==> src/hdl/vsfs_pkg.sv <==
// ----------------------------------------------------------------------------
// vsfs_pkg - shared types and constants for the segment/frame synchroniser
// Payload structs, queue entry, status codes, register indexes and sizes.
// ----------------------------------------------------------------------------
package vsfs_pkg;

	localparam int SEGMENTS_PER_FRAME = 4;
	localparam int MAX_PACKETS        = 64;
	localparam int MIN_PACKETS        = 21;
	localparam int QUEUE_DEPTH        = 4;

	localparam int CFG_INDEX_W = 2;
	localparam int CFG_DATA_W  = 8;

	// register indexes on the configuration port
	localparam logic [CFG_INDEX_W-1:0] CFG_PKTS_PER_SEG  = 2'd0;
	localparam logic [CFG_INDEX_W-1:0] CFG_MAX_RESETS    = 2'd1;
	localparam logic [CFG_INDEX_W-1:0] CFG_MAX_INVALID   = 2'd2;

	localparam logic [6:0] PKTS_PER_SEG_RST = 7'd60;
	localparam logic [7:0] MAX_RESETS_RST   = 8'd30;
	localparam logic [5:0] MAX_INVALID_RST  = 6'd2;

	localparam logic [5:0] TAG_POSITION = 6'd20;
	localparam logic [7:0] TAG_NUMBER   = 8'd20;
	localparam logic [3:0] DISCARD_MARK = 4'hf;

	typedef enum logic [1:0] {
		ST_NORMAL    = 2'd0,
		ST_CS_RESET  = 2'd1,
		ST_SYNC_FAIL = 2'd2,
		ST_SYNC_LOST = 2'd3
	} status_t;

	typedef enum logic [1:0] {
		MODE_HUNT   = 2'd0,
		MODE_FILL   = 2'd1,
		MODE_SYNCED = 2'd2
	} sync_mode_t;

	typedef struct packed {
		logic [15:0] packet_id;
		logic [15:0] packet_crc;
	} hdr_t;

	typedef struct packed {
		logic        keep;
		logic [1:0]  segment_slot;
		logic [5:0]  packet_slot;
		logic [15:0] crc_out;
		logic [1:0]  status;
		logic        frame_end;
	} res_t;

	// classified header as it waits between front and back
	typedef struct packed {
		logic        discard;
		logic        num_ok;
		logic [3:0]  tag;
		logic [15:0] crc;
	} item_t;

	typedef struct packed {
		logic full;
		logic empty;
	} queue_stat_t;

endpackage

==> src/hdl/video_spi_segment_frame_sync.sv <==
// ----------------------------------------------------------------------------
// video_spi_segment_frame_sync - segment and frame sync for video-over-SPI
// Places packet headers into segment/packet slots and tracks stream sync.
// ----------------------------------------------------------------------------
// Usage:
//   hdr channel: one beat per packet, id word and CRC word in wire order.
//   res channel: one beat per header: keep flag, segment and packet slot,
//   CRC, status (chip-select reset request, sync failed, sync lost) and
//   frame end marker. Status and frame end only appear on segment ends.
//   cfg channel: write packets_per_segment (0), max_sync_resets (1) and
//   max_invalid_frames (2); always ready. Write only while the block is
//   idle, i.e. every accepted header has produced its result beat.
// Pipeline:
//   A header accepted at edge t is registered and classified in the intake
//   stage, passes through the queue and is then loaded into the result
//   register, which raises res_valid. One beat per cycle is sustained while
//   res_stall is low; the back end updates its state once per popped beat.
// Reset: arst_n empties the queue, clears the result valid flag and returns all
// sync state to hunting; the registers return to 60, 30 and 2.
// Stall: a stalled result holds; the queue then fills and hdr_stall rises
// once the queue and the intake stage are both full.
// ----------------------------------------------------------------------------
module video_spi_segment_frame_sync
	import vsfs_pkg::*;
#(
	parameter int QUEUE_DEPTH_P = QUEUE_DEPTH
) (
	input  logic                   clk,
	input  logic                   arst_n,
	input  logic                   hdr_valid,
	output logic                   hdr_stall,
	input  hdr_t                   hdr,
	output logic                   res_valid,
	input  logic                   res_stall,
	output res_t                   res,
	input  logic                   cfg_valid,
	output logic                   cfg_ready,
	input  logic [CFG_INDEX_W-1:0] cfg_index,
	input  logic [CFG_DATA_W-1:0]  cfg_data
);

	logic        push;
	item_t       push_data;
	logic        pop;
	item_t       pop_data;
	queue_stat_t q_stat;

	// registers take every write at once
	assign cfg_ready = 1'b1;

	// intake: register and classify each header beat
	vsfs_front u_front (
		.clk       (clk),
		.arst_n    (arst_n),
		.hdr_valid (hdr_valid),
		.hdr_stall (hdr_stall),
		.hdr       (hdr),
		.q_full    (q_stat.full),
		.push      (push),
		.push_data (push_data)
	);

	// decouple intake from the state machine
	vsfs_queue #(
		.DEPTH (QUEUE_DEPTH_P)
	) u_queue (
		.clk       (clk),
		.arst_n    (arst_n),
		.push      (push),
		.push_data (push_data),
		.pop       (pop),
		.pop_data  (pop_data),
		.stat      (q_stat)
	);

	// advance sync state and hold the result beat
	vsfs_back u_back (
		.clk       (clk),
		.arst_n    (arst_n),
		.cfg_write (cfg_valid && cfg_ready),
		.cfg_index (cfg_index),
		.cfg_data  (cfg_data),
		.q_valid   (!q_stat.empty),
		.q_data    (pop_data),
		.pop       (pop),
		.res_valid (res_valid),
		.res_stall (res_stall),
		.res       (res)
	);

	// the queue can never read as full and empty together
	a_queue_flags: assert property (@(posedge clk) disable iff (!arst_n)
		!(q_stat.full && q_stat.empty))
		else $error("queue full and empty at once");

	// pop only from a non-empty queue
	a_pop_nonempty: assert property (@(posedge clk) disable iff (!arst_n)
		pop |-> !q_stat.empty)
		else $error("pop from empty queue");

	// a dropped discard packet carries no status and no frame end
	a_drop_quiet: assert property (@(posedge clk) disable iff (!arst_n)
		(res_valid && !res.keep) |-> (res.status == ST_NORMAL && !res.frame_end))
		else $error("dropped packet carries status or frame end");

	// a header pushed into an empty queue while no result is held reaches the result register
	a_push_to_res: assert property (@(posedge clk) disable iff (!arst_n)
		(push && q_stat.empty && !res_valid) |-> ##2 res_valid)
		else $error("queued header did not reach the result register");

endmodule

==> src/hdl/vsfs_front.sv <==
// ----------------------------------------------------------------------------
// vsfs_front - header intake and classification
// Registers each accepted header as discard mark, number-byte check, tag and CRC.
// ----------------------------------------------------------------------------
module vsfs_front
	import vsfs_pkg::*;
(
	input  logic  clk,
	input  logic  arst_n,
	input  logic  hdr_valid,
	output logic  hdr_stall,
	input  hdr_t  hdr,
	input  logic  q_full,
	output logic  push,
	output item_t push_data
);

	logic  valid_s1;
	item_t item_s1;
	logic  take;

	assign push      = valid_s1 && !q_full;
	assign hdr_stall = valid_s1 && q_full;
	assign take      = hdr_valid && !hdr_stall;
	assign push_data = item_s1;

	always_ff @(posedge clk or negedge arst_n) begin
		if (!arst_n) begin
			valid_s1 <= 1'b0;
		end else if (take) begin
			valid_s1 <= 1'b1;
		end else if (push) begin
			valid_s1 <= 1'b0;
		end
	end

	always_ff @(posedge clk) begin
		if (take) begin
			item_s1.discard <= (hdr.packet_id[11:8] == DISCARD_MARK);
			item_s1.num_ok  <= (hdr.packet_id[7:0] == TAG_NUMBER);
			item_s1.tag     <= hdr.packet_id[15:12];
			item_s1.crc     <= hdr.packet_crc;
		end
	end

endmodule

==> src/hdl/vsfs_queue.sv <==
// ----------------------------------------------------------------------------
// vsfs_queue - short FIFO between front and back
// Register-based queue with simultaneous push and pop.
// ----------------------------------------------------------------------------
module vsfs_queue
	import vsfs_pkg::*;
#(
	parameter int DEPTH = QUEUE_DEPTH
) (
	input  logic        clk,
	input  logic        arst_n,
	input  logic        push,
	input  item_t       push_data,
	input  logic        pop,
	output item_t       pop_data,
	output queue_stat_t stat
);

	localparam int PTR_W = (DEPTH > 1) ? $clog2(DEPTH) : 1;
	localparam int CNT_W = $clog2(DEPTH + 1);
	localparam logic [PTR_W-1:0] LAST_PTR = PTR_W'(DEPTH - 1);
	localparam logic [CNT_W-1:0] FULL_CNT = CNT_W'(DEPTH);

	item_t            mem_q [DEPTH];
	logic [PTR_W-1:0] wr_ptr_q;
	logic [PTR_W-1:0] rd_ptr_q;
	logic [CNT_W-1:0] count_q;

	assign stat.full  = (count_q == FULL_CNT);
	assign stat.empty = (count_q == '0);
	assign pop_data   = mem_q[rd_ptr_q];

	always_ff @(posedge clk or negedge arst_n) begin
		if (!arst_n) begin
			wr_ptr_q <= '0;
			rd_ptr_q <= '0;
			count_q  <= '0;
		end else begin
			if (push) begin
				wr_ptr_q <= (wr_ptr_q == LAST_PTR) ? '0 : wr_ptr_q + 1'b1;
			end
			if (pop) begin
				rd_ptr_q <= (rd_ptr_q == LAST_PTR) ? '0 : rd_ptr_q + 1'b1;
			end
			if (push && !pop) begin
				count_q <= count_q + 1'b1;
			end else if (pop && !push) begin
				count_q <= count_q - 1'b1;
			end
		end
	end

	always_ff @(posedge clk) begin
		if (push) begin
			mem_q[wr_ptr_q] <= push_data;
		end
	end

endmodule

==> src/hdl/vsfs_back.sv <==
// ----------------------------------------------------------------------------
// vsfs_back - sync state machine and result register
// Places each queued header into its slots, tracks sync and drives results.
// ----------------------------------------------------------------------------
module vsfs_back
	import vsfs_pkg::*;
(
	input  logic                   clk,
	input  logic                   arst_n,
	input  logic                   cfg_write,
	input  logic [CFG_INDEX_W-1:0] cfg_index,
	input  logic [CFG_DATA_W-1:0]  cfg_data,
	input  logic                   q_valid,
	input  item_t                  q_data,
	output logic                   pop,
	output logic                   res_valid,
	input  logic                   res_stall,
	output res_t                   res
);

	localparam logic [6:0] N_MIN = 7'(MIN_PACKETS);
	localparam logic [6:0] N_MAX = 7'(MAX_PACKETS);
	localparam logic [2:0] SEG_COUNT = 3'(SEGMENTS_PER_FRAME);

	logic [6:0] pps_q;
	logic [7:0] max_rst_q;
	logic [5:0] max_inv_q;

	sync_mode_t mode_q, mode_n;
	logic [5:0] pos_q, pos_n;
	logic [1:0] seg_q, seg_n;
	logic [4:0] tag20_q, tag20_n;
	logic [7:0] rst_cnt_q, rst_cnt_n;
	logic [7:0] retry_q, retry_n;

	logic       res_valid_q;
	res_t       res_q;
	res_t       res_n;

	logic [6:0] seg_len;
	logic       last;
	logic [2:0] seg_inc;
	logic [8:0] rst_inc;

	assign pop       = q_valid && (!res_valid_q || !res_stall);
	assign res_valid = res_valid_q;
	assign res       = res_q;

	always_comb begin
		if (pps_q < N_MIN) begin
			seg_len = N_MIN;
		end else if (pps_q > N_MAX) begin
			seg_len = N_MAX;
		end else begin
			seg_len = pps_q;
		end
	end

	assign last    = ({1'b0, pos_q} + 7'd1) >= seg_len;
	assign seg_inc = {1'b0, seg_q} + 3'd1;
	assign rst_inc = {1'b0, rst_cnt_q} + 9'd1;

	always_comb begin
		mode_n    = mode_q;
		pos_n     = pos_q;
		seg_n     = seg_q;
		tag20_n   = tag20_q;
		rst_cnt_n = rst_cnt_q;
		retry_n   = retry_q;

		res_n.keep         = 1'b1;
		res_n.segment_slot = seg_q;
		res_n.packet_slot  = pos_q;
		res_n.crc_out      = q_data.crc;
		res_n.status       = ST_NORMAL;
		res_n.frame_end    = 1'b0;

		if (pos_q == '0 && q_data.discard) begin
			res_n.keep = 1'b0;
		end else begin
			if (pos_q == '0) begin
				tag20_n = '0;
			end
			if (pos_q == TAG_POSITION) begin
				tag20_n = {q_data.num_ok, q_data.tag};
			end
			if (last) begin
				pos_n = '0;
				case (mode_q)
					MODE_FILL: begin
						if (seg_inc >= SEG_COUNT) begin
							res_n.frame_end = 1'b1;
							seg_n   = '0;
							mode_n  = MODE_SYNCED;
							retry_n = '0;
						end else begin
							seg_n = seg_inc[1:0];
						end
					end
					MODE_SYNCED: begin
						if (tag20_n[3:0] != {1'b0, seg_inc}) begin
							if (retry_q > {max_inv_q, 2'b00}) begin
								res_n.status = ST_SYNC_LOST;
								mode_n    = MODE_HUNT;
								seg_n     = '0;
								retry_n   = '0;
								rst_cnt_n = '0;
							end else begin
								retry_n = retry_q + 8'd1;
							end
						end else if (seg_inc >= SEG_COUNT) begin
							res_n.frame_end = 1'b1;
							seg_n   = '0;
							retry_n = '0;
						end else begin
							seg_n = seg_inc[1:0];
						end
					end
					default: begin
						// hunting: check each segment at its last packet
						mode_n = MODE_HUNT;
						seg_n  = '0;
						if (!tag20_n[4]) begin
							if (rst_inc >= {1'b0, max_rst_q}) begin
								res_n.status = ST_SYNC_FAIL;
								rst_cnt_n    = '0;
							end else begin
								res_n.status = ST_CS_RESET;
								rst_cnt_n    = rst_inc[7:0];
							end
						end else if (tag20_n[3:0] == 4'd1) begin
							rst_cnt_n = '0;
							retry_n   = '0;
							if (SEGMENTS_PER_FRAME <= 1) begin
								res_n.frame_end = 1'b1;
								mode_n = MODE_SYNCED;
							end else begin
								seg_n  = 2'd1;
								mode_n = MODE_FILL;
							end
						end
					end
				endcase
			end else begin
				pos_n = pos_q + 6'd1;
			end
		end
	end

	always_ff @(posedge clk or negedge arst_n) begin
		if (!arst_n) begin
			mode_q    <= MODE_HUNT;
			pos_q     <= '0;
			seg_q     <= '0;
			tag20_q   <= '0;
			rst_cnt_q <= '0;
			retry_q   <= '0;
		end else if (pop) begin
			mode_q    <= mode_n;
			pos_q     <= pos_n;
			seg_q     <= seg_n;
			tag20_q   <= tag20_n;
			rst_cnt_q <= rst_cnt_n;
			retry_q   <= retry_n;
		end
	end

	always_ff @(posedge clk or negedge arst_n) begin
		if (!arst_n) begin
			pps_q     <= PKTS_PER_SEG_RST;
			max_rst_q <= MAX_RESETS_RST;
			max_inv_q <= MAX_INVALID_RST;
		end else if (cfg_write) begin
			case (cfg_index)
				CFG_PKTS_PER_SEG: pps_q     <= cfg_data[6:0];
				CFG_MAX_RESETS:   max_rst_q <= cfg_data;
				CFG_MAX_INVALID:  max_inv_q <= cfg_data[5:0];
				default: ;
			endcase
		end
	end

	always_ff @(posedge clk or negedge arst_n) begin
		if (!arst_n) begin
			res_valid_q <= 1'b0;
		end else if (pop) begin
			res_valid_q <= 1'b1;
		end else if (!res_stall) begin
			res_valid_q <= 1'b0;
		end
	end

	always_ff @(posedge clk) begin
		if (pop) begin
			res_q <= res_n;
		end
	end

endmodule

==> config.mk <==
export PLATFORM = sky130hd
export DESIGN_NAME = video_spi_segment_frame_sync
export DESIGN_NICKNAME = d
export VERILOG_FILES = /design/src/hdl/vsfs_pkg.sv /design/src/hdl/video_spi_segment_frame_sync.sv /design/src/hdl/vsfs_front.sv /design/src/hdl/vsfs_queue.sv /design/src/hdl/vsfs_back.sv
export SDC_FILE = /design/constraint.sdc
export NUM_CORES = 1
export LEC_CHECK = 0
export ABC_CLOCK_PERIOD_IN_PS = 5500
export BUFFER_PORTS_ARGS = -buffer_cell sky130_fd_sc_hd__buf_2
export CORE_MARGIN = 8
export CORE_UTILIZATION = 30
export CTS_BUF_LIST = sky130_fd_sc_hd__clkbuf_16
export CTS_CLUSTER_DIAMETER = 40
export DETAILED_ROUTE_END_ITERATION = 8
export GPL_TIMING_DRIVEN = 0
export PLACE_DENSITY = 0.52
export SYNTH_ARGS = -nofsm -noshare
export SYNTH_HDL_FRONTEND = slang
export SYNTH_SLANG_ARGS = --single-unit
==> constraint.sdc <==
create_clock -name clk -period 5.5 [get_ports clk]
set_input_delay 1.1 -clock clk [delete_from_list [all_inputs] [get_ports clk]]
set_output_delay 1.1 -clock clk [all_outputs]
set_load 0.01 [all_outputs]
==> qor.yml <==
status:
  status: "finished clean"
worst_setup_path:
  worst_r2r_startpoint: "u_back.pos_q[0]"
  reg2reg_setup_slack_ps: 2190
  reg2regPathDepth: 10
  setup.worst_path.end_class: "register"
  worstSetupStartpointType: "input pin"
  critical_path.startpoint: "res_stall"
  crit_path_max_fanout: 31
  worst-endpoint-arrival_ps: 3710
  worstReg2RegEnd: "u_back.rst_cnt_q[0]"
  critical_path_class: "input pin to register"
  crit_path_end: "u_back.rst_cnt_q[0]"
  critical_path_data_required_time_ps: 5810
clocking:
  tritoncts: "built"
  cts_htree_levels: 4
  cts-buffers-inserted: 17
  hold_buffer_count_at_cts: 0
  clkSlewWorstSetupHoldPaths_ps: 80
  clock_path_buffers: 2
  ctsResizeCount: 0
  cts_num_sinks: 199
  insertion_delay_ps: 430
  cts.repair_timing.setup_buffer_count: 0
  clock_tree.root_cell: "sky130_fd_sc_hd__clkbuf_16"
yosys:
  synth_cells: 604
  synthTopCellsByArea: "sky130_fd_sc_hd__edfxtp_1 (47%), sky130_fd_sc_hd__dfrtp_1 (15%), sky130_fd_sc_hd__mux4_2 (5.7%)"
  number_of_flip_flops_and_latches_in_the_synthesized_netlist: 199
  yosysTopAreaCell: "sky130_fd_sc_hd__edfxtp_1"
  synth_sequential_area_ratio_pct: 64.9
  synthesis.area_per_instance_sq_um: 14.5
  yosysMostFrequentCell: "sky130_fd_sc_hd__edfxtp_1"
  yosys_warnings: 0
  synth-main-ff-cell: "sky130_fd_sc_hd__edfxtp_1"
  synth_top_area_share_pct: 47.4
  synth_commonest_cells: "sky130_fd_sc_hd__edfxtp_1 (138), sky130_fd_sc_hd__dfrtp_1 (52), sky130_fd_sc_hd__nand2_1 (44)"
  synth_enable_flop_cells: 138
  post_synth_num_cell_types: 68
  synthesis.area_sq_um: 8750
  syn_nets: 688
  ys_async_sr_fraction_pct: 30.7
power_and_ir_drop:
  irDropWorstVdd_mv: 0.203
  power_switching_uw: 1750
  internal_power_uw: 3370
  clkPwrFrac_pct: 25.0
  power.sequential.fraction_pct: 44.7
  power.share.combinational_pct: 30.2
  power.density_cell_area_nw_per_um2: 498
  total_power_uw: 5110
  leakagePower_uw: 0.00399
  swShare_pct: 34.2
sta:
  final.hold.worst_slack_ps: 449
  timing.final.max_slew_violations: 0
  report.final.hold_viol_count: 0
  achievable-frequency_mhz: 294
  timing.final.crit_share_pct: 61.8
  final.min_clock_period_ps: 3400
  rsz0062_at_grt: "no"
  finClkSkew_ps: 14.4
  timing.max_slew.rel_slack_pct: 16.1
  tightest_slew_ps: 1260
  tns_ps: 0
  timing.final.setup_violations: 0
route:
  routed_wl_mm: 18.1
  route.detailed.wl_per_inst_um: 16.5
  num_vias: 5068
  routed_via_density: 4.62
  drt-initial-drc-count: 301
  drc: 0
  drtPass1Iterations: 4
  drtAntennaViolNets: 0
global_route:
  grt_pass1_wl_mm: 28.9
  global_route.usage.total_pct: 10.5
  antenna_found_initial: 0
  maximum_number_of_pins_on_one_net_before_global_route_repair: 62
  grt_remaining_overflow: 0
  grt_pass1_vias: 5210
floorplanning:
  dieWidth_um: 187
  dieArea_sq_um: 34900
  num_rows: 62
  die_h_um: 187
  floorplan.initialDensity_pct: 30.5
  io-pin-count: 78
  placeable_core_area_sq_um: 28700
layout:
  post_route_cells_drive_above_1_share_pct: 25.2
  antennaDiodeCount: 0
  fillers: 2773
  flow.area_growth_from_synthesis_pct: 17.2
  final_util_pct: 35.7
  post-route-cell-area_sq_um: 10300
  net_total_in_the_final_layout: 784
flow_run:
  max_cap_viol_count: 0
placement:
  buffer_ports.inserted: 76
  routabilityCongestion: 0.764
  placed_area_sq_um: 9640
  hpwl_mm: 12.2
min_path:
  min_path_type: "register to register"
-- layout by cell type, fill, tap and decap left out, types with 19 or more instances in the layout --
master	netlist	routed
sky130_fd_sc_hd__dfrtp_1	52	52
sky130_fd_sc_hd__mux4_2	22	22
sky130_fd_sc_hd__ha_1	36	36
sky130_fd_sc_hd__nor2_1	21	21
sky130_fd_sc_hd__nand2_1	44	44
sky130_fd_sc_hd__edfxtp_1	138	138
sky130_fd_sc_hd__inv_1	35	34
sky130_fd_sc_hd__o21ai_0	24	24
sky130_fd_sc_hd__mux2_2	21	21
sky130_fd_sc_hd__buf_2	4	79
sky130_fd_sc_hd__nand3_1	19	19
-- power groups by stage --
stage	combinational, uW	sequential (uW)	clock [uW]
2_1_floorplan	1070	2310	0
3_3_place_gp	1570	2320	0
3_5_place_dp	1580	2320	0
4_1_cts	1590	2290	1310
5_1_grt	1740	2340	1370
6_report	1550	2290	1280
-- how the worst min path moves through the flow --
| stage | startpoint | to | cells after the start |
|---|---|---|---|
| finish | u_back.pos_q[4] | u_back.res[23] | 0 |
| global route | u_back.pos_q[4] | u_back.res[23] | 0 |
| CTS | u_back.pos_q[4] | u_back.res[23] | 0 |
| detailed placement | u_back.pos_q[4] | u_back.res[23] | 0 |
| global placement | u_back.pos_q[4] | u_back.res[23] | 0 |
| floorplan | u_back.pos_q[4] | u_back.res[23] | 0 |
-- kinds of logic (layout without fill, tap and decap cells) --
family,count (synthesis),in the layout,synth area share [%]
AO/OA/AOI/OAI,97,97,7.49
XOR/XNOR,16,16,1.60
adder cells (fa/ha/maj),37,37,5.38
buffers and inverters,52,161,2.43
flip-flops,199,199,64.9
multiplexers,45,45,8.65
other,1,1,0.0429
AND/OR/NAND/NOR,157,157,9.48
-- state kept, by name (all words and copies together), names as in the netlist, 3 cells and up --
name / cells
u_queue.mem_q: 88
u_back.res: 28
u_front.push_data: 22
u_back.max_rst_q: 8
u_back.retry_q: 8
u_back.rst_cnt_q: 8
u_back.pps_q: 7
u_back.max_inv_q: 6
u_back.pos_q: 6
u_back.tag20_q: 5
u_queue.count_q: 3
-- per-stage QoR --
stage / instances / worst slack, ps
finish: 1097 / 2100
CTS: 1097 / 2010
global route: 1097 / 1840
global placement: 1064 / 1060
detailed placement: 1065 / 1560
floorplan: 604 / 2240
-- layer usage --
layer | part of all wire [%] | wire (um) | GRT usage [%]
met1 | 48 | 8650 | 13.4
met4 | 0.53 | 95 | 2.14
met3 | 4.0 | 727 | 2.98
met5 | 0 | 0 | 0
met2 | 48 | 8610 | 17.5
-- area by class of cell --
cell class / instances / area [sq um] / area share (%)
inverters: 35 / 131 / 1.28
well taps: 384 / 480 / 4.68
flip-flops and latches: 199 / 5680 / 55.4
plain buffers: 17 / 81.3 / 0.793
repair buffers: 77 / 410 / 4.00
clock inverters: 15 / 190 / 1.85
multi-input cells: 353 / 2860 / 27.9
clock buffers: 17 / 425 / 4.15
-- critical path: stages --
cell                       delay [ps]
sky130_fd_sc_hd__buf_2            100
sky130_fd_sc_hd__a21o_1           140
sky130_fd_sc_hd__clkbuf_1         270
sky130_fd_sc_hd__inv_2            680
sky130_fd_sc_hd__and2_0           360
sky130_fd_sc_hd__nand2_1          200
sky130_fd_sc_hd__nand4b_1         320
sky130_fd_sc_hd__buf_2            250
sky130_fd_sc_hd__mux2_4           270
No activity file was read; power rests on OpenSTA's default activity.
